`config.mk`:
```
export PLATFORM = sky130hd
export DESIGN_NAME = aar_cordic_cell
export DESIGN_NICKNAME = d
export VERILOG_FILES = /design/src/hw/rtl/aar_pkg.sv /design/src/hw/rtl/aar_cordic_cell.sv
export SDC_FILE = /design/constraint.sdc
export NUM_CORES = 1
export LEC_CHECK = 0
export ABC_AREA = 1
export BUFFER_PORTS_ARGS = -buffer_cell sky130_fd_sc_hd__buf_2
export CAP_MARGIN = 20
export CELL_PAD_IN_SITES_DETAIL_PLACEMENT = 0
export CELL_PAD_IN_SITES_GLOBAL_PLACEMENT = 1
export CORE_MARGIN = 2
export CORE_UTILIZATION = 44
export CTS_CLUSTER_DIAMETER = 60
export DETAILED_ROUTE_END_ITERATION = 16
export PLACE_DENSITY_LB_ADDON = 0.1
export SETUP_SLACK_MARGIN = 0.05
export SLEW_MARGIN = 20
export SYNTH_ARGS = -nofsm -noshare
export SYNTH_HDL_FRONTEND = slang
export SYNTH_SLANG_ARGS = --single-unit
```
`constraint.sdc`:
```
create_clock -name clk -period 11.5 [get_ports clk]
set_clock_uncertainty 0.05 [all_clocks]
set_input_delay 1.15 -clock clk [delete_from_list [all_inputs] [get_ports clk]]
set_output_delay 1.15 -clock clk [all_outputs]
set_load 0.01 [all_outputs]
```
`src/hw/rtl/aar_pkg.sv`:
```
// Shared types, widths, constants and the arctangent table for the arc angle range unit.
package aar_pkg;

  localparam int CORDIC_STAGES = 28;
  localparam int TAB_DEPTH     = 32;
  localparam int IDX_W         = $clog2(TAB_DEPTH);

  localparam int COORD_W     = 32;
  localparam int DIFF_W      = COORD_W + 1;
  localparam int NORM_W      = DIFF_W + 1;
  localparam int NORM_STAGES = $clog2(NORM_W);
  localparam int XW          = NORM_W + 3;
  localparam int ZW          = 33;
  localparam int ANG_W       = 31;
  localparam int RND_W       = 29;
  localparam int END_W       = 32;

  localparam int SIDE_LEN = NORM_STAGES + CORDIC_STAGES + 3;
  localparam int FOLD_TAP = NORM_STAGES + CORDIC_STAGES;

  localparam logic [ANG_W-1:0] HALF_PI_Q30 = 31'd1686629713;
  localparam logic [ANG_W-1:0] PI_Q28      = 31'd843314857;
  localparam logic [RND_W-1:0] HALF_PI_Q28 = 29'd421657428;
  localparam logic [ANG_W-1:0] TWO_PI_Q28  = 31'd1686629713;

  typedef struct packed {
    logic signed [XW-1:0] x;
    logic signed [XW-1:0] y;
    logic signed [ZW-1:0] z;
  } cdc_t;

  typedef struct packed {
    logic neg_x;
    logic neg_y;
    logic zero_x;
    logic zero_y;
  } lane_flags_t;

  typedef struct packed {
    logic        degen;
    lane_flags_t s;
    lane_flags_t e;
  } side_t;

  // atan(2^-i) in Q2.30, truncated
  function automatic logic signed [ZW-1:0] atan_q30(input logic [IDX_W-1:0] i);
    logic [30:0] v;
    case (i)
      5'd0:  v = 31'h3243F6A8;
      5'd1:  v = 31'h1DAC6705;
      5'd2:  v = 31'h0FADBAFC;
      5'd3:  v = 31'h07F56EA6;
      5'd4:  v = 31'h03FEAB76;
      5'd5:  v = 31'h01FFD55B;
      5'd6:  v = 31'h00FFFAAA;
      5'd7:  v = 31'h007FFF55;
      5'd8:  v = 31'h003FFFEA;
      5'd9:  v = 31'h001FFFFD;
      5'd10: v = 31'h000FFFFF;
      5'd11: v = 31'h0007FFFF;
      5'd12: v = 31'h0003FFFF;
      5'd13: v = 31'h0001FFFF;
      5'd14: v = 31'h0000FFFF;
      5'd15: v = 31'h00007FFF;
      5'd16: v = 31'h00003FFF;
      5'd17: v = 31'h00001FFF;
      5'd18: v = 31'h00000FFF;
      5'd19: v = 31'h000007FF;
      5'd20: v = 31'h000003FF;
      5'd21: v = 31'h000001FF;
      5'd22: v = 31'h000000FF;
      5'd23: v = 31'h0000007F;
      5'd24: v = 31'h0000003F;
      5'd25: v = 31'h0000001F;
      5'd26: v = 31'h0000000F;
      5'd27: v = 31'h00000008;
      5'd28: v = 31'h00000004;
      5'd29: v = 31'h00000002;
      5'd30: v = 31'h00000001;
      default: v = 31'h00000000;
    endcase
    return $signed({{(ZW-31){1'b0}}, v});
  endfunction

endpackage

```
`src/hw/rtl/aar_cordic_cell.sv`:
```
// One vectoring CORDIC rotation, registered.
module aar_cordic_cell (
  input  logic                     clk,
  input  logic [aar_pkg::IDX_W-1:0] idx,
  input  aar_pkg::cdc_t            in_c,
  output aar_pkg::cdc_t            out_c
);

  logic signed [aar_pkg::XW-1:0] xs;
  logic signed [aar_pkg::XW-1:0] ys;
  logic signed [aar_pkg::ZW-1:0] t;

  assign xs = $signed(in_c.x) >>> idx;
  assign ys = $signed(in_c.y) >>> idx;
  assign t  = aar_pkg::atan_q30(idx);

  always_ff @(posedge clk) begin
    if ($signed(in_c.y) > 0) begin
      out_c.x <= in_c.x + ys;
      out_c.y <= in_c.y - xs;
      out_c.z <= in_c.z + t;
    end else begin
      out_c.x <= in_c.x - ys;
      out_c.y <= in_c.y + xs;
      out_c.z <= in_c.z - t;
    end
  end

endmodule

```
==> impl_metrics.env, run 1 <==
export IMPL_path_common_cell="inv_1"
export IMPL_ctsLongestPathBuffers=2
export IMPL_fill_cells=3831
export IMPL_min_period_ps=6870
export IMPL_syn_area_per_cell_um2=5.79
export IMPL_holdBufCountCts=0
export IMPL_io_buffers=219
export IMPL_htreeDepth=3
export IMPL_ys_seq_elements=107
export IMPL_top_level_ports=220
export IMPL_status="finished, final reports clean"
export IMPL_reg_top3="out_c x107"
export IMPL_grt_pass1_wl_um=89400
export IMPL_grt_max_degree=79
export IMPL_p_int_mw=1.18
export IMPL_min_delay_path_class="in2reg"
export IMPL_initial_core_util=0.448
export IMPL_rsz0062_at_grt="false"
export IMPL_seq_power_share=0.254
export IMPL_fin_nets=3059
export IMPL_endpoint="out_c[24]"
export IMPL_yosys_area_top_type="nand2_1"
export IMPL_antenna_found_initial=0
export IMPL_crit_path_start="idx[1]"
export IMPL_cp_data_required_time_ps=11710
export IMPL_die_y_um=192
export IMPL_slowest_delay_ps=700
export IMPL_drive_gt1_frac=0.115
export IMPL_synth_cells=2679
export IMPL_setup_violations=0
export IMPL_ant_nets=0
export IMPL_num_vias=18200
export IMPL_yosys_top_cells_area="nand2_1, dfxtp_1, nand3_1"
export IMPL_slowest_stage="o21ai_2"
export IMPL_routedWlPerCell_um=17.8
export IMPL_syn_area_um2=15500
export IMPL_cts_sinks=107
export IMPL_syn_num_nets=2909
export IMPL_worstPathArrival_ps=7080
export IMPL_drtIter0Drc=1645
export IMPL_yosysWarnings=0
export IMPL_core_um2=34600
export IMPL_fin_crit_sh=0.597
export IMPL_hold_viol=0
export IMPL_synth_edf_count=0
export IMPL_finalPower_mw=2.24
export IMPL_cts_tree="yes"
export IMPL_cts_clk_slew_worst_paths_ps=80
export IMPL_dp_cells=3273
export IMPL_drv_cap=0
export IMPL_tns_ps=0
export IMPL_place_congestion=0.958
export IMPL_report_final_slew_viol_count=0
export IMPL_fin_util=0.492
export IMPL_ctsResizeCount=0
export IMPL_numCtsBuffers=9
export IMPL_dpl_hpwl_um=48400
export IMPL_synthArstFlopShare=0
export IMPL_max_slew_worst_pin_slew_ps=899
export IMPL_clockPowerShare=0.155
export IMPL_die_x_um=192
export IMPL_row_count=68
export IMPL_swShare=0.474
export IMPL_yosysTopAreaCellShare=0.198
export IMPL_yosys_cell_types_count=52
export IMPL_fin_area_um2=17000
export IMPL_largest_reg_flops=107
export IMPL_stdcell_count=3289
export IMPL_postCtsSetupBuffers=0
export IMPL_synthFlopType="dfxtp_1"
export IMPL_worstSetupStartpointType="input pin"
export IMPL_power_switching_mw=1.06
export IMPL_timing_slew_headroom=0.400
export IMPL_yosysSeqAreaShare=0.138
export IMPL_vdd_drop_max_uv=111
export IMPL_pwr_share_comb=0.591
export IMPL_n_antenna_cell=0
export IMPL_routed_via_density=5.53
export IMPL_regMostFlops="out_c"
export IMPL_endpoint_kind="register"
export IMPL_cp_max_fo=69
export IMPL_cellLeakagePower_nw=9.01
export IMPL_syn2layout_area_growth_pct=9.98
export IMPL_root_buffer="clkbuf_16"
export IMPL_grt_overflow=0
export IMPL_first_global_vias=16600
export IMPL_routed_wl_um=58500
export IMPL_dpl_cell_area_um2=16700
export IMPL_p_per_area_nw_per_um2=131
export IMPL_crit_type="in2reg"
export IMPL_dieArea_um2=36700
export IMPL_drt_pass1_iter_count=8
export IMPL_clock_fmax_mhz=146
export IMPL_grt_usage=0.312
export IMPL_remaining_drc_errors=0
## stage by stage
| step | hold slack (ps) | worst slack, ps |
|---|---|---|
| global route | 999 | 4120 |
| global placement | 1410 | 4370 |
| CTS | 991 | 4630 |
| finish | 1010 | 4630 |
| floorplan | 1230 | 6370 |
| detailed placement | 1400 | 4250 |
## cell usage in the layout, fill, tap and decap left out, types with 4 or more instances in the layout
master / netlist / layout
o2111ai_1: 4 / 4
o21a_1: 7 / 7
nand4_1: 20 / 20
buf_2: 34 / 218
o221ai_1: 8 / 8
o211ai_1: 21 / 21
o21ai_2: 7 / 7
a21o_1: 11 / 11
ha_1: 114 / 114
nand2_1: 818 / 818
a21oi_2: 4 / 4
a21boi_0: 6 / 6
nand3_2: 7 / 7
a31oi_1: 35 / 35
nor2_1: 222 / 221
o21ai_1: 27 / 27
nor2_2: 17 / 17
nor3_1: 24 / 24
buf_4: 17 / 13
clkbuf_16: 0 / 9
nand3b_1: 8 / 8
o21bai_1: 6 / 6
nor2_4: 9 / 10
inv_1: 264 / 264
nor4_1: 9 / 9
nand2_2: 13 / 13
dfxtp_1: 107 / 107
nand3_1: 388 / 388
a21oi_1: 137 / 137
xnor2_1: 45 / 45
clkinv_1: 5 / 5
o21ai_0: 76 / 76
xor2_1: 128 / 128
inv_2: 14 / 14
## area by class of cell
class | count | area (um2) | area share
Multi-Input combinational cell | 2196 | 11800 | 0.690
Sequential cell | 107 | 2140 | 0.126
Timing Repair Buffer | 231 | 1190 | 0.0697
Inverter | 284 | 1070 | 0.0627
Tap cell | 455 | 569 | 0.0334
Clock buffer | 9 | 225 | 0.0132
Clock inverter | 7 | 91.3 | 0.00536
## worst min path at each step
stage	to	slack, ps	cells after the start	start
after floorplan	out_c[33]	1230	1	in_c[33]
after global placement	out_c[1]	1410	2	in_c[1]
after detailed placement	out_c[1]	1400	2	in_c[1]
after CTS	out_c[1]	990	2	in_c[1]
after global routing	out_c[1]	1000	2	in_c[1]
final	out_c[1]	1010	2	in_c[1]
## cell usage after synthesis, types with 5 or more instances
master    instances
nand2_1         818
nand3_1         388
inv_1           264
nor2_1          222
a21oi_1         137
xor2_1          128
ha_1            114
dfxtp_1         107
o21ai_0          76
xnor2_1          45
a31oi_1          35
buf_2            34
o21ai_1          27
nor3_1           24
clkbuf_1         23
o211ai_1         21
nand4_1          20
buf_4            17
nor2_2           17
inv_2            14
nand2_2          13
a21o_1           11
buf_6            11
nor2_4            9
nor4_1            9
nand3b_1          8
o221ai_1          8
buf_1             7
nand3_2           7
o21a_1            7
o21ai_2           7
a21boi_0          6
o21bai_1          6
clkinv_1          5
## kinds of logic (layout without fill, tap and decap cells)
| logic type | Yosys count | in the layout | share of synthesized area |
|---|---|---|---|
| AOI/OAI and AO/OA | 363 | 363 | 0.137 |
| adders and majority gates | 117 | 117 | 0.0959 |
| and+or+nand+nor | 1543 | 1543 | 0.428 |
| DFF | 107 | 107 | 0.138 |
| xor gates and xnor gates | 173 | 173 | 0.0977 |
| buffers and inverters | 376 | 531 | 0.103 |
## critical path: cells and delay by family
kind / cells / cell delay (ps)
buf+inv: 9 / 1520
simple gates: 6 / 850
compound gates: 7 / 2400
xor+xnor: 2 / 360
fa+ha+maj: 3 / 730
## metal layers
| metal | vias to the layer above | routed length, um | track usage |
|---|---|---|---|
| met5 | - | 0 | 0 |
| met4 | 0 | 1790 | 0.104 |
| met3 | 91 | 3830 | 0.0393 |
| met2 | 705 | 25900 | 0.499 |
| met1 | 8297 | 27000 | 0.433 |
| li1 | 9091 | - | - |
## power groups by stage
stage | Sequential (mW) | Clock (mW) | Combinational, mW
2_1_floorplan | 0.670 | 0 | 0.791
3_3_place_gp | 0.574 | 0 | 1.31
3_5_place_dp | 0.577 | 0 | 1.31
4_1_cts | 0.569 | 0.358 | 1.32
5_1_grt | 0.583 | 0.369 | 1.47
6_report | 0.568 | 0.347 | 1.32
(Power assumes the default switching activity.)
==> run 2: changes to the inputs <==
CORE_UTILIZATION = 37   (was 44)
clock period = 5.7 ns   (was 11.5 ns; I/O delays follow)
==> impl_metrics.env, run 2 (synthesized netlist as in run 1, its figures left out) <==
export IMPL_status="finished, final reports clean"
export IMPL_clock_fmax_mhz=194
export IMPL_num_vias=18100
export IMPL_layout_common_cells="nand2_1, nand3_1, inv_1"
export IMPL_worstSetupStartpointType="input pin"
export IMPL_report_final_slew_viol_count=0
export IMPL_largest_reg_flops=107
export IMPL_clockPowerShare=0.147
export IMPL_fill_cells=4668
export IMPL_vdd_drop_max_uv=157
export IMPL_die_y_um=209
export IMPL_cp_max_fo=58
export IMPL_p_int_mw=2.37
export IMPL_whs_ps=415
export IMPL_place_congestion=0.969
export IMPL_endpoint_kind="register"
export IMPL_path_common_cell="nand2_1"
export IMPL_layout_commonest_cell="nand2_1"
export IMPL_slowest_stage="nor4_1"
export IMPL_top_level_ports=220
export IMPL_first_global_vias=17000
export IMPL_grt_usage=0.286
export IMPL_grt_max_degree=70
export IMPL_drtIter0Drc=1629
export IMPL_highest_layer="met5"
export IMPL_setup_violations=0
export IMPL_grt_pass1_wl_um=97200
export IMPL_routed_wl_um=63400
export IMPL_io_buffers=219
export IMPL_initial_core_util=0.377
export IMPL_regMostFlops="out_c"
export IMPL_tns_ps=0
export IMPL_drive_gt1_frac=0.123
export IMPL_met2_length_um=28500
export IMPL_ant_nets=0
export IMPL_core_um2=41100
export IMPL_cp_data_required_time_ps=5990
export IMPL_routedWlPerCell_um=18.7
export IMPL_cts_sinks=107
export IMPL_holdBufCountCts=0
export IMPL_drt_pass1_iter_count=5
export IMPL_remaining_drc_errors=0
export IMPL_pwr_share_comb=0.601
export IMPL_row_count=74
export IMPL_dp_cells=3377
export IMPL_finalPower_mw=4.55
export IMPL_reg_top3="out_c x107"
export IMPL_max_slew_worst_pin_slew_ps=737
export IMPL_slowest_delay_ps=360
export IMPL_multi_input_area_um2=11800
export IMPL_die_x_um=209
export IMPL_dieArea_um2=43500
export IMPL_drv_cap=0
export IMPL_seq_power_share=0.251
export IMPL_routed_via_density=5.34
export IMPL_syn2layout_area_growth_pct=12.6
export IMPL_hold_viol=0
export IMPL_ctsLongestPathBuffers=2
export IMPL_postCtsSetupBuffers=0
export IMPL_n_antenna_cell=0
export IMPL_htreeDepth=3
export IMPL_stdcell_count=3393
export IMPL_min_delay_path_class="in2reg"
export IMPL_swShare=0.479
export IMPL_root_buffer="clkbuf_16"
export IMPL_cts_clk_slew_worst_paths_ps=90
export IMPL_p_per_area_nw_per_um2=261
export IMPL_fin_crit_sh=0.906
export IMPL_antenna_found_initial=1
export IMPL_numCtsBuffers=9
export IMPL_fin_nets=3086
export IMPL_grt_overflow=0
export IMPL_power_switching_mw=2.18
export IMPL_timing_slew_headroom=0.508
export IMPL_min_period_ps=5160
export IMPL_cellLeakagePower_nw=9.18
export IMPL_wl_met3_um=3640
export IMPL_dpl_hpwl_um=53500
export IMPL_ctsResizeCount=0
export IMPL_fin_util=0.425
export IMPL_regArea_um2=2140
export IMPL_crit_type="in2reg"
export IMPL_met1Wirelength_um=30000
export IMPL_cts_tree="yes"
export IMPL_rsz0062_at_grt="false"
export IMPL_worstPathArrival_ps=5450
==> run 2: cell type report <==
type	count	area share
Timing Repair Buffer	258	0.0869
Clock inverter	6	0.00373
Tap cell	532	0.0381
Inverter	284	0.0612
Sequential cell	107	0.123
Multi-Input combinational cell	2196	0.674
Clock buffer	10	0.0137
==> run 2: layer usage <==
layer  vias to the layer above  global-route usage
li1                       9156                   -
met1                      8338               0.391
met2                       554               0.466
met3                        59              0.0511
met4                         2              0.0672
met5                         -                   0
==> run 2: final timing paths <==
path | start | endpoint | slack, ps | cells past startpoint
min | in_c[1] | out_c[1] | 410 | 2
max | idx[0] | out_c[105] | 540 | 30
==> run 2: power by group through the flow <==
stage / Combinational, mW / Clock, mW / Sequential [mW]
finish: 2.73 / 0.671 / 1.14
global route: 3.03 / 0.716 / 1.17
CTS: 2.73 / 0.695 / 1.15
detailed placement: 2.72 / 0 / 1.17
global placement: 2.73 / 0 / 1.16
floorplan: 1.60 / 0 / 1.35
==> run 2: worst max-delay path, delay by kind of cell <==
family / cells / cell delay [ps]
compound gates: 2 / 200
xor+xnor: 1 / 140
buf+inv: 4 / 560
simple gates: 21 / 3400
fa+ha+maj: 2 / 520
==> run 2: metrics by stage <==
step | cell area [um2] | setup slack (ps)
floorplan | 15500 | 1150
CTS | 17500 | 702
global route | 17500 | 73.7
detailed placement | 17200 | 288
finish | 17500 | 538
global placement | 17200 | 363
