File: config.mk
export PLATFORM = sky130hd
export DESIGN_NAME = aar_norm
export DESIGN_NICKNAME = d
export VERILOG_FILES = /design/src/hw/rtl/aar_pkg.sv /design/src/hw/rtl/aar_norm.sv
export SDC_FILE = /design/constraint.sdc
export NUM_CORES = 1
export LEC_CHECK = 0
export BUFFER_PORTS_ARGS = -buffer_cell sky130_fd_sc_hd__buf_2
export CORE_AREA = 4 4 162 164
export CTS_CLUSTER_DIAMETER = 120
export DETAILED_ROUTE_END_ITERATION = 8
export DIE_AREA = 0 0 166 168
export PLACE_DENSITY = 0.85
export SLEW_MARGIN = 20
export SYNTH_ARGS = -nofsm -noshare
export SYNTH_HDL_FRONTEND = slang
export SYNTH_SLANG_ARGS = --single-unit
File: constraint.sdc
create_clock -name clk -period 1.4 [get_ports clk]
set_input_delay 0.28 -clock clk [delete_from_list [all_inputs] [get_ports clk]]
set_output_delay 0.28 -clock clk [all_outputs]
set_load 0.02 [all_outputs]
File: src/hw/rtl/aar_pkg.sv
// Shared types, widths, constants and the arctangent table for the arc angle range unit.
package aar_pkg;

  localparam int CORDIC_STAGES = 28;
  localparam int TAB_DEPTH     = 32;
  localparam int IDX_W         = $clog2(TAB_DEPTH);

  localparam int COORD_W     = 32;
  localparam int DIFF_W      = COORD_W + 1;
  localparam int NORM_W      = DIFF_W + 1;
  localparam int NORM_STAGES = $clog2(NORM_W);
  localparam int XW          = NORM_W + 3;
  localparam int ZW          = 33;
  localparam int ANG_W       = 31;
  localparam int RND_W       = 29;
  localparam int END_W       = 32;

  localparam int SIDE_LEN = NORM_STAGES + CORDIC_STAGES + 3;
  localparam int FOLD_TAP = NORM_STAGES + CORDIC_STAGES;

  localparam logic [ANG_W-1:0] HALF_PI_Q30 = 31'd1686629713;
  localparam logic [ANG_W-1:0] PI_Q28      = 31'd843314857;
  localparam logic [RND_W-1:0] HALF_PI_Q28 = 29'd421657428;
  localparam logic [ANG_W-1:0] TWO_PI_Q28  = 31'd1686629713;

  typedef struct packed {
    logic signed [XW-1:0] x;
    logic signed [XW-1:0] y;
    logic signed [ZW-1:0] z;
  } cdc_t;

  typedef struct packed {
    logic neg_x;
    logic neg_y;
    logic zero_x;
    logic zero_y;
  } lane_flags_t;

  typedef struct packed {
    logic        degen;
    lane_flags_t s;
    lane_flags_t e;
  } side_t;

  // atan(2^-i) in Q2.30, truncated
  function automatic logic signed [ZW-1:0] atan_q30(input logic [IDX_W-1:0] i);
    logic [30:0] v;
    case (i)
      5'd0:  v = 31'h3243F6A8;
      5'd1:  v = 31'h1DAC6705;
      5'd2:  v = 31'h0FADBAFC;
      5'd3:  v = 31'h07F56EA6;
      5'd4:  v = 31'h03FEAB76;
      5'd5:  v = 31'h01FFD55B;
      5'd6:  v = 31'h00FFFAAA;
      5'd7:  v = 31'h007FFF55;
      5'd8:  v = 31'h003FFFEA;
      5'd9:  v = 31'h001FFFFD;
      5'd10: v = 31'h000FFFFF;
      5'd11: v = 31'h0007FFFF;
      5'd12: v = 31'h0003FFFF;
      5'd13: v = 31'h0001FFFF;
      5'd14: v = 31'h0000FFFF;
      5'd15: v = 31'h00007FFF;
      5'd16: v = 31'h00003FFF;
      5'd17: v = 31'h00001FFF;
      5'd18: v = 31'h00000FFF;
      5'd19: v = 31'h000007FF;
      5'd20: v = 31'h000003FF;
      5'd21: v = 31'h000001FF;
      5'd22: v = 31'h000000FF;
      5'd23: v = 31'h0000007F;
      5'd24: v = 31'h0000003F;
      5'd25: v = 31'h0000001F;
      5'd26: v = 31'h0000000F;
      5'd27: v = 31'h00000008;
      5'd28: v = 31'h00000004;
      5'd29: v = 31'h00000002;
      5'd30: v = 31'h00000001;
      default: v = 31'h00000000;
    endcase
    return $signed({{(ZW-31){1'b0}}, v});
  endfunction

endpackage

File: src/hw/rtl/aar_norm.sv
// Pipelined normalizer: shifts a magnitude pair left until the larger has its top bit set.
module aar_norm (
  input  logic                      clk,
  input  logic [aar_pkg::NORM_W-1:0] ax,
  input  logic [aar_pkg::NORM_W-1:0] ay,
  output logic [aar_pkg::NORM_W-1:0] nx,
  output logic [aar_pkg::NORM_W-1:0] ny
);

  logic [aar_pkg::NORM_W-1:0] px [aar_pkg::NORM_STAGES+1];
  logic [aar_pkg::NORM_W-1:0] py [aar_pkg::NORM_STAGES+1];

  assign px[0] = ax;
  assign py[0] = ay;

  for (genvar s = 0; s < aar_pkg::NORM_STAGES; s++) begin : g_stage
    localparam int SH = 1 << (aar_pkg::NORM_STAGES - 1 - s);
    logic [aar_pkg::NORM_W-1:0] ov;
    logic                       shift;
    assign ov    = px[s] | py[s];
    assign shift = (ov[aar_pkg::NORM_W-1 -: SH] == '0);
    always_ff @(posedge clk) begin
      px[s+1] <= shift ? (px[s] << SH) : px[s];
      py[s+1] <= shift ? (py[s] << SH) : py[s];
    end
  end

  assign nx = px[aar_pkg::NORM_STAGES];
  assign ny = py[aar_pkg::NORM_STAGES];

endmodule

==> metrics.txt, run 1 <==
slowest stage delay, CP=470 ps; overall routing resource usage=21.7%; category of the critical setup timing path=register to register; H-Tree Depth=2; transition time at the pin with the least slew margin=488 ps; detailed-routed wire length on met2=17.2 mm; via count of the first global-routing pass=8,867; post-synthesis net count=1,146; clock tree from TritonCTS=yes; first-pass GRT wire length=48.6 mm; distinct cell type count after synthesis=20; worst vdd ir=1.03 mV; clock transition time at the flip-flop clock pins of the worst setup and hold paths=70 ps; unrepaired setup endpoints after global routing=yes; overall overflow remaining after global route=0; largest clock skew in the final design=26.8 ps; number of instances in the placed design=1,464; ordered list of cells on the worst path=nor4_1 -> nand4_1 -> nor2_4 -> buf_6 -> clkbuf_16 -> mux2_4; die footprint=27,900 µm²; overall via count from detail_route=8,235; YS warnings=0; result of the run=finished with violations; worst-case setup margin in the final layout=-637 ps; Vias/cell=5.04; Startpoint Class=register; critical path arrival=2450 ps; post-DP HPWL=17.3 mm; total core area=24,900 µm²; net count reported at finish=1,342; router iterations before antenna repair=4; standard-cell row count=58; master of the slowest instance on the critical path=sky130_fd_sc_hd__nor4_1; share of the clock period used by the worst path after layout=146%; Worst Path Max Fanout=5; wire length the detailed router placed on met1=13.1 mm; Clock Latency Late Sink=550 ps; clock buffers created by TritonCTS=39; Fin. Hold Viols=1; number of antenna-violating nets in the routed design=0; layout cell share with drive strength beyond 1=41.7%; number of cells in the finished layout apart from fillers=1,633; DR WL/cell=20.6 µm; relative slew slack=67.2%; post-synthesis cell area=12,800 µm²; starting density of the core=51.4%; top cell family by delay on the critical path=simple AND/OR/NAND/NOR gates; share of the yosys chip area belonging to registers=63.8%; total detailed-routing wirelength=33.6 mm; minimum period implied by the final worst setup slack=2040 ps; Power, Total=26.1 mW; total buffers and inverters traversed by the critical path=2; register bit total from synthesis=408; number of setup violations in the final report=205; leakage dissipation=7.97 nW; number of max-slew violations in the final report=0; Die W=166 µm; met3 WL post-DR=1.44 mm; die boundary height=168 µm; diode insertion count for antenna repair=0; number of antenna violations at the first check in global routing=0; Highest Clock Rate=0.491 GHz; maximum number of pins on one net before global-route repair=35; synthesized netlist cell count=1,077; GP Congestion=0.880; buffer depth of the longest clock path=3; nature of the critical path endpoint=register; DRC marker count from the first detailed-route iteration=480; Remaining DRCs=0; Buffers on Ports=136; number of max-capacitance violations reported=0; highest routed layer=met4; PD cells=1520 nW/µm²; count of clock tree sinks=408; worst hold slack across all endpoints=-13.7 ps; mean area per synthesized cell=11.9 µm²; area delta synth->final=34.0%; WP data required=1810 ps; violations in the final reports=hold timing, setup timing; root buffer cell=sky130_fd_sc_hd__clkbuf_16; worst min path class=input port to register; top-level I/O count=137
-- Yosys cell counts --
master                     count  share of area, %
sky130_fd_sc_hd__inv_1         3             0.088
sky130_fd_sc_hd__o21ai_0       2             0.078
sky130_fd_sc_hd__nor4_4        2              0.33
sky130_fd_sc_hd__clkbuf_1     67               2.0
sky130_fd_sc_hd__and2_1        9              0.44
sky130_fd_sc_hd__nand4_1       7              0.34
sky130_fd_sc_hd__nor2b_1      58               2.8
sky130_fd_sc_hd__buf_2        21              0.82
sky130_fd_sc_hd__nor2_1        1             0.029
sky130_fd_sc_hd__nor2_2        1             0.049
sky130_fd_sc_hd__nor2_4        1             0.088
sky130_fd_sc_hd__o21bai_1      1             0.059
sky130_fd_sc_hd__nor3_1        1             0.039
sky130_fd_sc_hd__a21o_1       64               3.8
sky130_fd_sc_hd__buf_4        75               4.4
sky130_fd_sc_hd__mux2_2      163                14
sky130_fd_sc_hd__nand2_1     158               4.6
sky130_fd_sc_hd__nor4_1       29               1.4
sky130_fd_sc_hd__buf_6         6              0.53
sky130_fd_sc_hd__dfxtp_1     408                64
-- final timing paths --
check | from | cells past startpoint | slack [ps] | to
max | px[166] | 6 | -640 | py[126]
min | ay[23] | 1 | -10 | py[193]
max reg2reg | px[166] | 6 | -640 | py[126]
min reg2reg | py[116] | 2 | 430 | py[86]
-- what timing repair did --
action / 4_1_cts / 5_1_grt
endpoints found under the setup margin: 195 / 273
gates cloned: 14 / 5
setup buffers: 21 / 14
hold buffers: 65 / 0
pin swaps: 42 / 36
resized for setup: 110 / 133
endpoints found under the hold margin: 66 / 0
-- layout by cell type, fill, tap and decap left out, types with 2 or more instances in the layout --
| master | netlist | layout |
|---|---|---|
| sky130_fd_sc_hd__dlygate4sd3_1 | 0 | 59 |
| sky130_fd_sc_hd__buf_12 | 0 | 11 |
| sky130_fd_sc_hd__dfxtp_2 | 0 | 10 |
| sky130_fd_sc_hd__nor4_2 | 0 | 10 |
| sky130_fd_sc_hd__clkinv_4 | 0 | 2 |
| sky130_fd_sc_hd__nand2_1 | 158 | 158 |
| sky130_fd_sc_hd__mux2_4 | 0 | 100 |
| sky130_fd_sc_hd__inv_1 | 3 | 3 |
| sky130_fd_sc_hd__dfxtp_1 | 408 | 398 |
| sky130_fd_sc_hd__clkinv_2 | 0 | 4 |
| sky130_fd_sc_hd__nor2b_1 | 58 | 31 |
| sky130_fd_sc_hd__nor2_4 | 1 | 3 |
| sky130_fd_sc_hd__nor4_4 | 2 | 7 |
| sky130_fd_sc_hd__bufinv_16 | 0 | 6 |
| sky130_fd_sc_hd__nand4_1 | 7 | 7 |
| sky130_fd_sc_hd__buf_6 | 6 | 22 |
| sky130_fd_sc_hd__buf_2 | 21 | 130 |
| sky130_fd_sc_hd__nor2b_4 | 0 | 26 |
| sky130_fd_sc_hd__nor4_1 | 29 | 14 |
| sky130_fd_sc_hd__buf_16 | 0 | 6 |
| sky130_fd_sc_hd__a21o_1 | 64 | 64 |
| sky130_fd_sc_hd__mux2_2 | 163 | 63 |
| sky130_fd_sc_hd__o21ai_0 | 2 | 2 |
| sky130_fd_sc_hd__clkbuf_16 | 0 | 45 |
| sky130_fd_sc_hd__dlymetal6s4s_1 | 0 | 6 |
| sky130_fd_sc_hd__clkbuf_8 | 0 | 6 |
| sky130_fd_sc_hd__clkbuf_1 | 67 | 8 |
| sky130_fd_sc_hd__buf_4 | 75 | 74 |
| sky130_fd_sc_hd__buf_8 | 0 | 12 |
| sky130_fd_sc_hd__and2_1 | 9 | 8 |
-- per-layer routing --
| layer | vias up | global-route usage, % |
|---|---|---|
| li1 | 3832 | - |
| met1 | 3963 | 25.0 |
| met2 | 330 | 39.6 |
| met3 | 110 | 3.08 |
| met4 | 0 | 10.9 |
| met5 | - | 0 |
-- state kept, by name, indices dropped and copies added, names as in the netlist --
register  cells
px          170
nx           34
ny           34
py          170
-- layout make-up --
class / instances / area, µm²
clock buffers: 55 / 1140
well taps: 330 / 413
flip-flops and latches: 408 / 8180
multi-input cells: 497 / 4360
fillers: 1491 / 7730
repair buffers: 324 / 2790
clock inverters: 16 / 270
inverters: 3 / 11.3
-- report_power, final --
group | switching, mW | total, mW | internal, mW
sequential | 0.475 | 12.8 | 12.4
clock | 4.53 | 11.4 | 6.86
combinational | 0.808 | 1.87 | 1.06
total | 5.81 | 26.1 | 20.3
-- logic make-up (layout without fill, tap and decap cells) --
group                  after synthesis  in the layout  share of synthesized area [%]
flip-flops                         408            408                           63.8
AND/OR/NAND/NOR                    267            267                           10.2
buffers and inverters              172            398                           7.80
multiplexers                       163            163                           14.3
AO/OA/AOI/OAI                       67             67                           3.89
-- metrics by stage --
stage / setup slack (ps) / TNS [ps] / instance area [µm²] / util, %
CTS: -332 / -31390 / 16800 / 67.4
detailed placement: -362 / -31350 / 13800 / 55.4
global placement: -240 / -24650 / 13800 / 55.4
floorplan: -104 / -3710 / 12900 / -
finish: -637 / -58830 / 17200 / 69.0
global route: -661 / -70640 / 17200 / 69.0
Note: power is estimated with default switching activity, not from simulation.
==> run 2, diff against run 1 <==
SETUP_SLACK_MARGIN = 0.02   (was not set)
==> metrics.txt, run 2 (synthesis results as in run 1) <==
starting density of the core=51.4%; net count reported at finish=1,338; top-level I/O count=137; FF-to-FF path depth=5; diode insertion count for antenna repair=0; number of antenna violations at the first check in global routing=0; minimum period implied by the final worst setup slack=1900 ps; area delta synth->final=30.8%; Hold Path Stages=1; router iterations before antenna repair=5; worst min path class=input port to register; Fin. Hold Viols=0; PD cells=1500 nW/µm²; total detailed-routing wirelength=32.0 mm; buffer depth of the longest clock path=3; Highest Clock Rate=0.527 GHz; Worst Path Max Fanout=25; largest clock skew in the final design=23.9 ps; Buffers on Ports=136; clock tree from TritonCTS=yes; first-pass GRT wire length=48.3 mm; Worst R2R Setup Slack=-500 ps; via count of the first global-routing pass=8,775; Vias/cell=4.96; reg-to-reg critical path startpoint=py[166]; leakage dissipation=7.69 nW; number of setup violations in the final report=203; number of max-slew violations in the final report=0; Remaining DRCs=0; Clock Latency Late Sink=530 ps; GP Congestion=0.872; clock buffers created by TritonCTS=38; transition time at the pin with the least slew margin=496 ps; overall overflow remaining after global route=0; DRC marker count from the first detailed-route iteration=457; root buffer cell=sky130_fd_sc_hd__clkbuf_16; worst-case setup margin in the final layout=-498 ps; Die W=166 µm; worst vdd ir=0.893 mV; largest registers=px: 170 flops, py: 170 flops; WP data required=1800 ps; die boundary height=168 µm; count of clock tree sinks=408; relative slew slack=66.6%; standard-cell row count=58; violations in the final reports=setup timing; number of max-capacitance violations reported=0; fill cell count=1,574; endpoint with the worst hold slack=px[193]; category of the critical setup timing path=register to register; share of the clock period used by the worst path after layout=136%; Startpoint Class=register; leading cell type in the layout, fill and taps excluded=sky130_fd_sc_hd__dfxtp_1; DR WL/cell=19.7 µm; result of the run=finished with violations; overall routing resource usage=21.6%; Sum Neg Setup Slack=-48,830 ps; overall via count from detail_route=8,068; number of antenna-violating nets in the routed design=0; maximum number of pins on one net before global-route repair=35; critical path arrival=2300 ps; post-route core utilization=67.3%; total placed instance area=13,800 µm²; Power, Total=25.1 mW; total core area=24,900 µm²; clock transition time at the flip-flop clock pins of the worst setup and hold paths=70 ps; die footprint=27,900 µm²; cell area after layout=16,700 µm²; commonest cells after routing, fill and taps aside=sky130_fd_sc_hd__dfxtp_1, sky130_fd_sc_hd__nand2_1, sky130_fd_sc_hd__buf_2, sky130_fd_sc_hd__mux2_2, sky130_fd_sc_hd__buf_4; hold wc startpoint=ax[23]; unrepaired setup endpoints after global routing=yes; post-DP HPWL=17.4 mm; H-Tree Depth=2; nature of the critical path endpoint=register; layout cell share with drive strength beyond 1=40.9%; destination of the worst register-to-register timing path=py[120]
==> run 2: cell type report <==
| cell class | count | area (µm²) | share of cell area, % |
|---|---|---|---|
| inverters | 3 | 11.3 | 0.0672 |
| repair buffers | 321 | 2660 | 15.9 |
| clock buffers | 54 | 1090 | 6.51 |
| flip-flops and latches | 408 | 8180 | 48.8 |
| clock inverters | 14 | 175 | 1.05 |
| well taps | 330 | 413 | 2.47 |
| multi-input cells | 497 | 4220 | 25.2 |
==> run 2: worst max-delay path by stage <==
| stage | start | end | slack [ps] | depth (start not counted) |
|---|---|---|---|---|
| floorplan | py[165] | py[110] | -100 | 5 |
| global placement | py[165] | py[114] | -240 | 5 |
| detailed placement | py[165] | px[116] | -410 | 5 |
| CTS | py[165] | px[116] | -310 | 5 |
| global route | py[166] | px[116] | -540 | 5 |
| finish | py[166] | py[120] | -500 | 5 |
==> run 2: critical path, stage by stage (launching register included) <==
cell and delay (ps):
sky130_fd_sc_hd__dfxtp_1 310, sky130_fd_sc_hd__nor4_1 420, sky130_fd_sc_hd__nand4_1 280, sky130_fd_sc_hd__nor2_4 230
sky130_fd_sc_hd__buf_12 200, sky130_fd_sc_hd__mux2_2 350
==> run 2: metal layers <==
layer / global-route usage [%] / up-vias / routed length (µm)
met5: 0 / - / 0
met4: 9.11 / 0 / 1280
met3: 3.99 / 78 / 1570
met2: 39.2 / 281 / 16400
met1: 25.2 / 3885 / 12800
li1: - / 3824 / -
==> run 2: stage by stage <==
step                      cells  worst slack (ps)  hold slack, ps
after floorplan            1077              -104             366
after global placement     1470              -243             397
after detailed placement   1470              -409             400
after CTS                  1635              -305            32.4
after global routing       1627              -537            7.38
final                      1627              -498            17.7
==> run 2: repair_timing <==
| action | 4_1_cts | 5_1_grt |
|---|---|---|
| endpoints found under the setup margin | 260 | 240 |
| buffers inserted | 22 | 7 |
| hold endpoints to repair | 67 | 0 |
| gates cloned | 10 | 2 |
| gates resized for setup | 96 | 79 |
| pin swaps | 29 | 28 |
| hold buffers | 65 | 0 |
==> run 2: report_power, final <==
group	total, mW	switching (mW)	internal (mW)
Clock	10.4	4.38	6.03
Sequential	12.8	0.464	12.4
Combinational	1.83	0.799	1.03
Total	25.1	5.64	19.4
