$ cat config.mk
export PLATFORM = sky130hd
export DESIGN_NAME = aar_fold
export DESIGN_NICKNAME = d
export VERILOG_FILES = /design/src/hw/rtl/aar_pkg.sv /design/src/hw/rtl/aar_fold.sv
export SDC_FILE = /design/constraint.sdc
export NUM_CORES = 1
export LEC_CHECK = 0
export BUFFER_PORTS_ARGS = -buffer_cell sky130_fd_sc_hd__buf_4
export CORE_MARGIN = 1
export CORE_UTILIZATION = 45
export DETAILED_ROUTE_END_ITERATION = 10
export PLACE_DENSITY = 0.64
export SETUP_SLACK_MARGIN = 0.1
export SYNTH_ARGS = -nofsm -noshare
export SYNTH_HDL_FRONTEND = slang
export SYNTH_SLANG_ARGS = --single-unit
$ cat constraint.sdc
create_clock -name clk -period 8.95 [get_ports clk]
set_input_delay 0.4475 -clock clk [delete_from_list [all_inputs] [get_ports clk]]
set_output_delay 0.4475 -clock clk [all_outputs]
set_load 0.01 [all_outputs]
$ cat src/hw/rtl/aar_pkg.sv
// Shared types, widths, constants and the arctangent table for the arc angle range unit.
package aar_pkg;

  localparam int CORDIC_STAGES = 28;
  localparam int TAB_DEPTH     = 32;
  localparam int IDX_W         = $clog2(TAB_DEPTH);

  localparam int COORD_W     = 32;
  localparam int DIFF_W      = COORD_W + 1;
  localparam int NORM_W      = DIFF_W + 1;
  localparam int NORM_STAGES = $clog2(NORM_W);
  localparam int XW          = NORM_W + 3;
  localparam int ZW          = 33;
  localparam int ANG_W       = 31;
  localparam int RND_W       = 29;
  localparam int END_W       = 32;

  localparam int SIDE_LEN = NORM_STAGES + CORDIC_STAGES + 3;
  localparam int FOLD_TAP = NORM_STAGES + CORDIC_STAGES;

  localparam logic [ANG_W-1:0] HALF_PI_Q30 = 31'd1686629713;
  localparam logic [ANG_W-1:0] PI_Q28      = 31'd843314857;
  localparam logic [RND_W-1:0] HALF_PI_Q28 = 29'd421657428;
  localparam logic [ANG_W-1:0] TWO_PI_Q28  = 31'd1686629713;

  typedef struct packed {
    logic signed [XW-1:0] x;
    logic signed [XW-1:0] y;
    logic signed [ZW-1:0] z;
  } cdc_t;

  typedef struct packed {
    logic neg_x;
    logic neg_y;
    logic zero_x;
    logic zero_y;
  } lane_flags_t;

  typedef struct packed {
    logic        degen;
    lane_flags_t s;
    lane_flags_t e;
  } side_t;

  // atan(2^-i) in Q2.30, truncated
  function automatic logic signed [ZW-1:0] atan_q30(input logic [IDX_W-1:0] i);
    logic [30:0] v;
    case (i)
      5'd0:  v = 31'h3243F6A8;
      5'd1:  v = 31'h1DAC6705;
      5'd2:  v = 31'h0FADBAFC;
      5'd3:  v = 31'h07F56EA6;
      5'd4:  v = 31'h03FEAB76;
      5'd5:  v = 31'h01FFD55B;
      5'd6:  v = 31'h00FFFAAA;
      5'd7:  v = 31'h007FFF55;
      5'd8:  v = 31'h003FFFEA;
      5'd9:  v = 31'h001FFFFD;
      5'd10: v = 31'h000FFFFF;
      5'd11: v = 31'h0007FFFF;
      5'd12: v = 31'h0003FFFF;
      5'd13: v = 31'h0001FFFF;
      5'd14: v = 31'h0000FFFF;
      5'd15: v = 31'h00007FFF;
      5'd16: v = 31'h00003FFF;
      5'd17: v = 31'h00001FFF;
      5'd18: v = 31'h00000FFF;
      5'd19: v = 31'h000007FF;
      5'd20: v = 31'h000003FF;
      5'd21: v = 31'h000001FF;
      5'd22: v = 31'h000000FF;
      5'd23: v = 31'h0000007F;
      5'd24: v = 31'h0000003F;
      5'd25: v = 31'h0000001F;
      5'd26: v = 31'h0000000F;
      5'd27: v = 31'h00000008;
      5'd28: v = 31'h00000004;
      5'd29: v = 31'h00000002;
      5'd30: v = 31'h00000001;
      default: v = 31'h00000000;
    endcase
    return $signed({{(ZW-31){1'b0}}, v});
  endfunction

endpackage

$ cat src/hw/rtl/aar_fold.sv
// Clamps and rounds the CORDIC angle, then folds it into the full circle (two stages).
module aar_fold (
  input  logic                            clk,
  input  logic signed [aar_pkg::ZW-1:0]   z,
  input  aar_pkg::lane_flags_t            flags,
  output logic [aar_pkg::ANG_W-1:0]       angle
);

  logic [aar_pkg::ANG_W-1:0] zc;
  logic [aar_pkg::ANG_W:0]   sum;
  logic [aar_pkg::RND_W-1:0] a;
  aar_pkg::lane_flags_t      fl;

  always_comb begin
    if (z < 0) begin
      zc = '0;
    end else if (z > $signed({2'b00, aar_pkg::HALF_PI_Q30})) begin
      zc = aar_pkg::HALF_PI_Q30;
    end else begin
      zc = z[aar_pkg::ANG_W-1:0];
    end
    sum = {1'b0, zc} + (aar_pkg::ANG_W+1)'(2);
  end

  always_ff @(posedge clk) begin
    fl <= flags;
    if (flags.zero_y) begin
      a <= '0;
    end else if (flags.zero_x) begin
      a <= aar_pkg::HALF_PI_Q28;
    end else begin
      a <= sum[aar_pkg::RND_W+1:2];
    end
  end

  always_ff @(posedge clk) begin
    if (fl.neg_x) begin
      angle <= fl.neg_y ? aar_pkg::PI_Q28 + aar_pkg::ANG_W'(a)
                        : aar_pkg::PI_Q28 - aar_pkg::ANG_W'(a);
    end else if (fl.neg_y) begin
      angle <= (a == '0) ? '0 : aar_pkg::TWO_PI_Q28 - aar_pkg::ANG_W'(a);
    end else begin
      angle <= aar_pkg::ANG_W'(a);
    end
  end

endmodule

==> metrics.cfg, run 1 <==
[run_status]
status=finished, final reports clean

[die]
core-area_mm2=0.00924
io_pins=69
rows=35
die_area_mm2=0.00993
die_x_um=99.7
fp.dieH_um=99.7
initial_core_util=0.465

[worst_setup_path]
worstSetupPathType=in2reg
required_ns=9.18
critPathCaptureType=flip-flop
rr_startpoint=a[19]$_SDFF_PP0_
cp_slowest_cell=nor4_1
arrival_ns=3.87
start_kind=input pin
worst-path-max-fanout=7
path_cells=buf_4, or4_1, nand3b_1, nor4_1, a21oi_2, nor2_1, and2_1, ha_1, and2_1, nand3_1, nor4_1, nand2_1, xor2_1, a21oi_1, o21ba_2
startpoint=z[22]
critPathMaxStageDelay_ns=0.55

[route]
wl_per_cell_um=17.6
first_iter_violations=444
drtPass1Iterations=5
remaining_drc_errors=0
postRouteAntennaNets=0
wl_um=13600
vias=4709
viasPerCell=6.07

[power]
finalPower_mw=0.716
swShare=0.308
p_int_mw=0.496
power_frac_clock=0.360
powerDensity_mw_per_mm2=142
leakagePower_nw=1.95
pwr-share-comb=0.201
seq_power_share=0.438
peakVddDrop_mv=0.0785
switching_power_mw=0.220

[yosys]
ys_types=70
synth_top_area_share=0.289
synth-edff-count=0
synth_flop_cell=dfxtp_1
syn-num-nets=641
synthMuxAreaShare=0.00729
synth_area_leaders=dfxtp_1 29%, a21oi_1 7.2%, o21ai_0 6.2%, nand2_1 6.0%, nor2_1 4.5%
synth.avg_cell_area_um2=7.18
synth-seq-area-share=0.289
synth_xor_area_frac=0.0530
yosys.area_share.simple=0.274
synth_top_family_by_area=compound AO/OA/AOI/OAI gates
ys_ff_latch=62
synth_compound_area_frac=0.312
synth_top_area_cell=dfxtp_1
syn_area_mm2=0.00429
synthArstFlopShare=0
synthCells=598
synth_fa_ha_area_frac=0.0146
synth_warnings=0

[sta]
fin_crit_sh=0.406
holdWs_ns=0.195
hold_violations=0
max_slew_margin=0.331
finalSetupTns_ns=0
setup_viol=0
worstMarginPinSlew_ns=0.998
final_max_slew_viol_count=0
min_period_ns=3.63
clock.fmax_ghz=0.275
worst_clock_skew_ns=0.0142
rsz0062_at_grt=false

[clock_tree]
clock_sinks=62
cts_setup_buffers=0
cts.clk_slew.worst_paths_ns=0.08
cts_resized=0
clk_latency_ns=0.35
cts_hold_buf=0
cts_root_buffer=clkbuf_8
htreeDepth=3
clockBufferDepth=2
cts_tree=done
cts_made_buffers=9

[place]
dpl_cell_area_mm2=0.00484
dp_cells=760
gp_congestion=0.917
io_buffer_count=68
hpwl_um=9810

[hold_path]
min_from=flags[2]
min_path_type=in2reg

[global_route]
antenna_found_initial=0
grt_max_degree=34
grt_pass1_vias=4417
grt_pass1_wl_um=22100
grt_overflow=0
grt_usage=0.284

[finish]
drive_gt1_frac=0.155
num_antenna_cells=0
final_cell_area_mm2=0.00505
final_nets=685
area_growth_syn_to_layout_pct=17.6
finalNonFillerCells=776
nFillCells=924

[run]
drv_cap=0

==> critical path, delay by kind of cell <==
kind                       cells  cell delay (ns)
buffers and inverters          1             0.13
AOI/OAI and AO/OA              3             0.41
xor gates and xnor gates       1             0.15
adders and majority gates      1             0.17
and+or+nand+nor                9             2.56
==> power by group through the flow <==
stage | Clock [mW] | Sequential [mW] | Combinational, mW
finish | 0.258 | 0.314 | 0.144
global route | 0.275 | 0.317 | 0.159
CTS | 0.264 | 0.313 | 0.143
detailed placement | 0 | 0.320 | 0.143
global placement | 0 | 0.319 | 0.141
floorplan | 0 | 0.317 | 0.0802
==> cell usage in the layout (no fill, tap or decap), types with 15 or more instances in the layout <==
cell type	n
nand2_1	69
buf_4	71
a21oi_1	62
xor2_1	20
nor2_1	52
o21ai_0	53
inv_1	15
nand4_1	15
nor3_1	17
dfxtp_1	62
nand3_1	32
==> metal layers <==
layer	up-vias	track usage	routed length (µm)	part of all wire
met2	235	0.462	6280	0.46
li1	2290	-	-	-
met1	2145	0.351	5770	0.42
met3	39	0.0555	1090	0.080
met5	-	0	0	0
met4	0	0.157	481	0.035
==> flip-flops by register name, indices dropped and copies added, names as in the netlist <==
name / flops
angle: 31
fl: 2
a: 29
==> through the flow <==
step	setup slack, ns	utilization
2_1_floorplan	5.60	-
3_3_place_gp	5.02	0.524
3_5_place_dp	4.97	0.524
4_1_cts	5.31	0.546
5_1_grt	4.84	0.546
6_report	5.32	0.546
==> Yosys cell counts, drive strengths merged, types with 3 or more instances <==
| library cell | count |
|---|---|
| nor2 | 53 |
| a311oi | 3 |
| nor4 | 9 |
| nand3 | 32 |
| xnor2 | 6 |
| nand3b | 3 |
| xor2 | 20 |
| a21o | 6 |
| ha | 5 |
| and2 | 6 |
| o2bb2ai | 3 |
| or3 | 6 |
| or4 | 4 |
| a211oi | 7 |
| nand2b | 5 |
| o31a | 3 |
| nand2 | 69 |
| buf | 6 |
| and4 | 5 |
| and3 | 6 |
| nand4 | 15 |
| a21oi | 63 |
| o21a | 13 |
| nor3 | 18 |
| o21ai | 56 |
| dfxtp | 62 |
| o31ai | 7 |
| clkbuf | 32 |
| o21bai | 5 |
| o22ai | 3 |
| inv | 16 |
| o211ai | 8 |
| a31oi | 3 |
==> logic make-up (layout without fill, tap and decap cells) <==
logic type / count (synthesis) / count (layout)
AO/OA/AOI/OAI: 210 / 210
XOR/XNOR: 26 / 26
adder cells (fa/ha/maj): 5 / 5
buffers and inverters: 55 / 104
flip-flops: 62 / 62
multiplexers: 3 / 3
AND/OR/NAND/NOR: 237 / 237
==> area by class of cell <==
class                      instances  area [µm²]  share of cell area
sequential                        62        1240               0.246
clock inverter                     6        70.1              0.0139
multi-input combinational        481        2840               0.563
tap                              129         161              0.0320
inverter                          17        63.8              0.0126
clock buffer                      10         138              0.0273
timing repair buffer              71         533               0.106
==> path summary, 6_finish.rpt <==
check        slack [ns]           endpoint  cells past startpoint
max                5.32   a[21]$_SDFF_PP0_                     15
min reg2reg        0.53  angle[15]$_DFF_P_                      2
min                0.20      fl[2]$_DFF_P_                      1
max reg2reg        5.68  angle[27]$_DFF_P_                      7
(Power assumes the default switching activity.)
==> run 2: changes to the inputs <==
==> constraint.sdc (replaced) <==
create_clock -name clk -period 3.6 [get_ports clk]
set_input_delay 0.18 -clock clk [delete_from_list [all_inputs] [get_ports clk]]
set_output_delay 0.18 -clock clk [all_outputs]
set_load 0.01 [all_outputs]
==> metrics.cfg, run 2 (synthesis gave the netlist of run 1 again) <==
[clock_tree]
cts.clk_slew.worst_paths_ns=0.07  ; about the same
htreeDepth=3  ; unchanged
clock_sinks=62  ; unchanged
cts_hold_buf=2  ; +2
clockBufferDepth=2  ; unchanged
clk_latency_ns=0.34  ; about the same
cts_setup_buffers=0  ; unchanged
cts_resized=0  ; unchanged
cts_tree=done
cts_root_buffer=clkbuf_8
cts_made_buffers=9  ; unchanged

[place]
hpwl_um=9590  ; -2.2%
io_buffer_count=68  ; unchanged
gp_congestion=0.935  ; +1.9%
dp_cells=767  ; +0.92%
dpl_worst_slack_ns=0.177  ; -4.79 ns

[global_route]
antenna_found_initial=0  ; unchanged
grt_pass1_vias=4440  ; +0.52%
grt_max_degree=33  ; -2.9%
grt_overflow=0  ; unchanged
grt_pass1_wl_um=21800  ; -1.3%
grt_usage=0.279  ; -0.00493

[route]
postRouteAntennaNets=0  ; unchanged
wl_per_cell_um=17.0  ; -3.2%
wl_um=13300  ; -2.0%
viasPerCell=6.13  ; +0.99%
drtPass1Iterations=5  ; unchanged
first_iter_violations=473  ; +6.5%
vias=4811  ; +2.2%
remaining_drc_errors=0  ; unchanged

[finish]
final_util=0.555  ; +0.00853
regMostFlops=angle
largestRegisters=angle x31, a x29, fl x2
finalNonFillerCells=785  ; +1.2%
drive_gt1_frac=0.162  ; +0.00703
final_nets=694  ; +1.3%
final_common_cell=buf_4
num_antenna_cells=0  ; unchanged
largest_reg_flops=31  ; unchanged
final_cell_mix=78 x buf_4, 69 x nand2_1, 62 x a21oi_1, 62 x dfxtp_1, 53 x o21ai_0
area_growth_syn_to_layout_pct=19.4

[hold_path]
hold_depth=2  ; +1
holdPathEnd=a[24]$_SDFF_PP0_
min_path_type=in2reg
min_from=flags[0]

[worst_setup_path]
critPathCaptureType=flip-flop
r2r_end=angle[27]$_DFF_P_
arrival_ns=3.36  ; -0.51 ns
worstSetupPathType=in2reg
start_kind=input pin
worst-path-max-fanout=5  ; -2
required_ns=3.83  ; -5.35 ns
r2r_setup_slack_ns=0.81  ; -4.87 ns
rr_startpoint=a[2]$_SDFF_PP0_
rr_worst_depth=9  ; +2

[power]
leakagePower_nw=2.00  ; +2.7%
peakVddDrop_mv=0.205  ; +160%
powerDensity_mw_per_mm2=353  ; +150%

[die]
fp.dieH_um=99.7  ; unchanged
io_pins=69  ; unchanged
core-area_mm2=0.00924  ; unchanged
initial_core_util=0.465  ; unchanged
die_x_um=99.7  ; unchanged
die_area_mm2=0.00993  ; unchanged
rows=35  ; unchanged

[sta]
rsz0062_at_grt=false
worst_clock_skew_ns=0.0122  ; -0.00196 ns
setup_ws_ns=0.469  ; -4.85 ns
min_period_ns=3.13
setup_viol=0  ; unchanged
worstMarginPinSlew_ns=0.941  ; -0.0563 ns
clock.fmax_ghz=0.319
hold_violations=0  ; unchanged
max_slew_margin=0.370  ; +0.0392
final_max_slew_viol_count=0  ; unchanged
finalSetupTns_ns=0  ; unchanged
fin_crit_sh=0.870

[run]
drv_cap=0  ; unchanged

[run_status]
status=finished, final reports clean

==> run 2: cell type report <==
type                    instances  area, µm²
multi-input cells             481       2840
fillers                       887       4110
flip-flops and latches         62       1240
inverters                      17       63.8
repair buffers                 80        606
clock inverters                 6       86.3
clock buffers                  10        128
well taps                     129        161
==> run 2: how the worst max path moves through the flow <==
stage | startpoint | endpoint | slack (ns) | cells after the start
CTS | z[22] | a[21]$_SDFF_PP0_ | 0.52 | 16
global placement | z[22] | a[19]$_SDFF_PP0_ | 0.29 | 14
detailed placement | z[22] | a[21]$_SDFF_PP0_ | 0.18 | 16
global route | z[22] | a[21]$_SDFF_PP0_ | 0.22 | 16
finish | z[22] | a[21]$_SDFF_PP0_ | 0.47 | 16
floorplan | z[22] | a[21]$_SDFF_PP0_ | 0.52 | 14
==> run 2: routing by layer <==
metal / vias to the layer above / routed length [µm] / global-route usage
met3: 36 / 1070 / 0.0471
li1: 2318 / - / -
met1: 2194 / 5620 / 0.352
met5: - / 0 / 0
met2: 263 / 6220 / 0.461
met4: 0 / 432 / 0.132
==> run 2: power breakdown <==
group          internal (mW)  switching [mW]  total [mW]  leakage (nW)
Clock                  0.388           0.278       0.666         0.106
Combinational          0.162           0.203       0.364          1.38
Sequential             0.735          0.0462       0.781         0.516
==> run 2: critical path, stage by stage <==
cell and delay, ns:
buf_4 0.13, or4_1 0.56, nand3b_1 0.22, nor4_1 0.45
a21oi_2 0.06, nor2_1 0.16, and2_1 0.15, ha_1 0.17
and2_1 0.23, nand3_1 0.10, nor4_1 0.28, buf_4 0.20
nand2_1 0.06, xor2_1 0.13, a21oi_1 0.09, o21ba_2 0.19
==> run 2: through the flow <==
stage               power (mW)  hold WS, ns  cell area [µm²]
floorplan                0.988        0.208             4290
global placement          1.15        0.285             4890
detailed placement        1.15        0.286             4890
CTS                       1.82       0.0477             5130
global route              1.90       0.0600             5130
finish                    1.81       0.0663             5130
==> run 3: changes to the inputs <==
--- a/config.mk
+++ b/config.mk
@@ -5,11 +5,12 @@
 export SDC_FILE = /design/constraint.sdc
 export NUM_CORES = 1
 export LEC_CHECK = 0
+export ABC_AREA = 1
 export BUFFER_PORTS_ARGS = -buffer_cell sky130_fd_sc_hd__buf_4
 export CORE_MARGIN = 1
 export CORE_UTILIZATION = 45
 export DETAILED_ROUTE_END_ITERATION = 10
-export PLACE_DENSITY = 0.64
+export PLACE_DENSITY = 0.62
 export SETUP_SLACK_MARGIN = 0.1
 export SYNTH_ARGS = -nofsm -noshare
 export SYNTH_HDL_FRONTEND = slang
==> metrics.cfg, run 3 <==
[sta]
min_period_ns=2.74  ; -0.392 ns
worst_clock_skew_ns=0.00885  ; -0.00339 ns
fin_crit_sh=0.761  ; -0.109
max_slew_margin=0.398  ; +0.0277
rsz0062_at_grt=false
worstMarginPinSlew_ns=0.892  ; -0.0494 ns
final_max_slew_viol_count=0  ; unchanged
setup_viol=0  ; unchanged
finalSetupTns_ns=0  ; unchanged
hold_violations=0  ; unchanged
clock.fmax_ghz=0.365  ; +14%

[yosys]
synth_top_area_share=0.219  ; -0.0700
synth_top_area_cell=dfxtp_1
syn_area_mm2=0.00566  ; +32%
synthArstFlopShare=0  ; unchanged
synth-seq-area-share=0.219  ; -0.0700
synth_flop_cell=dfxtp_1
yosysMostFrequentCell=nand2_1
synth-edff-count=0  ; unchanged
synth_area_leaders=dfxtp_1 22%, nand2_1 17%, nand3_1 9.1%, inv_1 7.5%, nor2_1 7.1%
synth.avg_cell_area_um2=5.74  ; -20%
synthTopCellsByCount=260 x nand2_1, 113 x inv_1, 107 x nor2_1
synthCells=986  ; +65%
synth_warnings=0  ; unchanged
syn-num-nets=1029  ; +61%
ys_ff_latch=62  ; unchanged
ys_types=49  ; -30%

[route]
vias=6633  ; +38%
viasPerCell=5.49  ; -10%
postRouteAntennaNets=0  ; unchanged
first_iter_violations=727  ; +54%
wl_per_cell_um=15.4  ; -9.3%
wl_um=18600  ; +40%
drtPass1Iterations=6  ; +1
remaining_drc_errors=0  ; unchanged

[clock_tree]
clk_latency_ns=0.34  ; about the same
cts_root_buffer=clkbuf_16
cts.clk_slew.worst_paths_ns=0.05  ; -0.02 ns
cts_resized=0  ; unchanged
clockBufferDepth=2  ; unchanged
cts_hold_buf=2  ; unchanged
cts_setup_buffers=0  ; unchanged
clock_sinks=62  ; unchanged
htreeDepth=3  ; unchanged
cts_made_buffers=9  ; unchanged
cts_tree=done

[worst_setup_path]
required_ns=3.80  ; -0.03 ns
cp_num_buf_inv=1  ; -1
start_kind=flip-flop
critPathMaxStageDelay_ns=0.44  ; -0.12 ns
cpMostUsedCell=o21ai_0
worst-path-max-fanout=6  ; +1
path_cells=ha_1, a21oi_1, o21ai_0, nand2_1, nand3_1, o21ai_0, buf_4, nand3_1, nand2_1, o21bai_1, a21oi_1, o21ai_0
cp_slowest_cell=a21oi_1
critPathCaptureType=flip-flop
crit_family=compound AO/OA/AOI/OAI gates
arrival_ns=2.94  ; -0.42 ns
worstSetupPathType=reg2reg

[power]
powerDensity_mw_per_mm2=343  ; -2.8%
peakVddDrop_mv=0.197  ; -3.4%
leakagePower_nw=3.05  ; +52%
finalPower_mw=2.26  ; +25%

[hold_path]
min_path_type=in2reg

[die]
core-area_mm2=0.0122  ; +32%
fp.dieH_um=114  ; +15%
io_pins=69  ; unchanged
die_area_mm2=0.0130  ; +31%
rows=40  ; +14%
initial_core_util=0.466  ; +0.00105
die_x_um=114  ; +15%

[finish]
regMostFlops=angle
final_nets=1078  ; +55%
final_cell_area_mm2=0.00658  ; +28%
num_antenna_cells=0  ; unchanged
final_cell_mix=260 x nand2_1, 113 x inv_1, 107 x nor2_1
area_growth_syn_to_layout_pct=16.2
final_common_cell=nand2_1
finalNonFillerCells=1208  ; +54%
largest_reg_flops=31  ; unchanged
drive_gt1_frac=0.138  ; -0.0241
largestRegisters=angle x31, a x29, fl x2

[global_route]
grt_pass1_wl_um=30200  ; +39%
grt_pass1_vias=5971  ; +34%
grt_overflow=0  ; unchanged
antenna_found_initial=0  ; unchanged
grt_max_degree=33  ; unchanged
grt_usage=0.298  ; +0.0190

[place]
hpwl_um=14700  ; +53%
gp_congestion=0.982  ; +5.1%
dpl_cell_area_mm2=0.00624  ; +28%
dp_cells=1190  ; +55%
io_buffer_count=68  ; unchanged

[run]
drv_cap=0  ; unchanged

[run_status]
status=finished, final reports clean

run 3: layout make-up:
class	instances	area [µm²]
fill	1329	5580
multi-input combinational	753	3710
sequential	62	1240
timing repair buffer	82	621
inverter	127	477
clock buffer	12	246
tap	168	210
clock inverter	4	70.1
run 3: through the flow:
stage | setup slack (ns) | utilization | hold WS (ns)
finish | 0.861 | 0.541 | 0.0161
floorplan | 1.26 | - | 0.208
global placement | 0.846 | 0.513 | 0.286
detailed placement | 0.864 | 0.513 | 0.288
CTS | 0.975 | 0.541 | 0.00403
global route | 0.713 | 0.541 | 0.0214
run 3: power breakdown:
part	internal [mW]	switching [mW]	total [mW]	leakage, nW
logic	0.200	0.337	0.537	2.38
registers	0.744	0.0485	0.792	0.516
clock network	0.622	0.308	0.930	0.157
total	1.57	0.693	2.26	3.05
run 3: layer usage:
| layer | routed length (µm) | track usage | share of wire | vias up |
|---|---|---|---|---|
| met1 | 8070 | 0.381 | 0.43 | 2933 |
| met5 | 0 | 0 | 0 | - |
| met4 | 603 | 0.146 | 0.032 | 0 |
| met2 | 8360 | 0.480 | 0.45 | 322 |
| met3 | 1590 | 0.0572 | 0.085 | 43 |
| li1 | - | - | - | 3335 |
run 3: logic make-up (layout without fill, tap and decap cells):
group,count (synthesis),in the layout,share of synthesized area
AO/OA/AOI/OAI,168,168,0.165
buffers and inverters,171,225,0.125
adder cells (fa/ha/maj),5,5,0.0110
XOR/XNOR,17,17,0.0263
AND/OR/NAND/NOR,563,563,0.454
flip-flops,62,62,0.219
run 3: path summary, 6_finish.rpt:
check / start / endpoint / slack (ns) / cells after the start
hold / removal: flags[0] / a[2]$_SDFF_PP0_ / 0.02 / 2
setup / recovery: a[0]$_SDFF_PP0_ / angle[30]$_DFF_P_ / 0.86 / 12
setup reg to reg: a[0]$_SDFF_PP0_ / angle[30]$_DFF_P_ / 0.86 / 12
hold reg to reg: a[0]$_SDFF_PP0_ / angle[0]$_DFF_P_ / 0.54 / 1
run 3: worst register-to-register path, stage by stage, from the launching register on:
cell and delay [ns]:
dfxtp_1 0.35, ha_1 0.24, a21oi_1 0.24, o21ai_0 0.15, nand2_1 0.09, nand3_1 0.11, o21ai_0 0.16, buf_4 0.15
nand3_1 0.21, nand2_1 0.20, o21bai_1 0.10, a21oi_1 0.44, o21ai_0 0.16
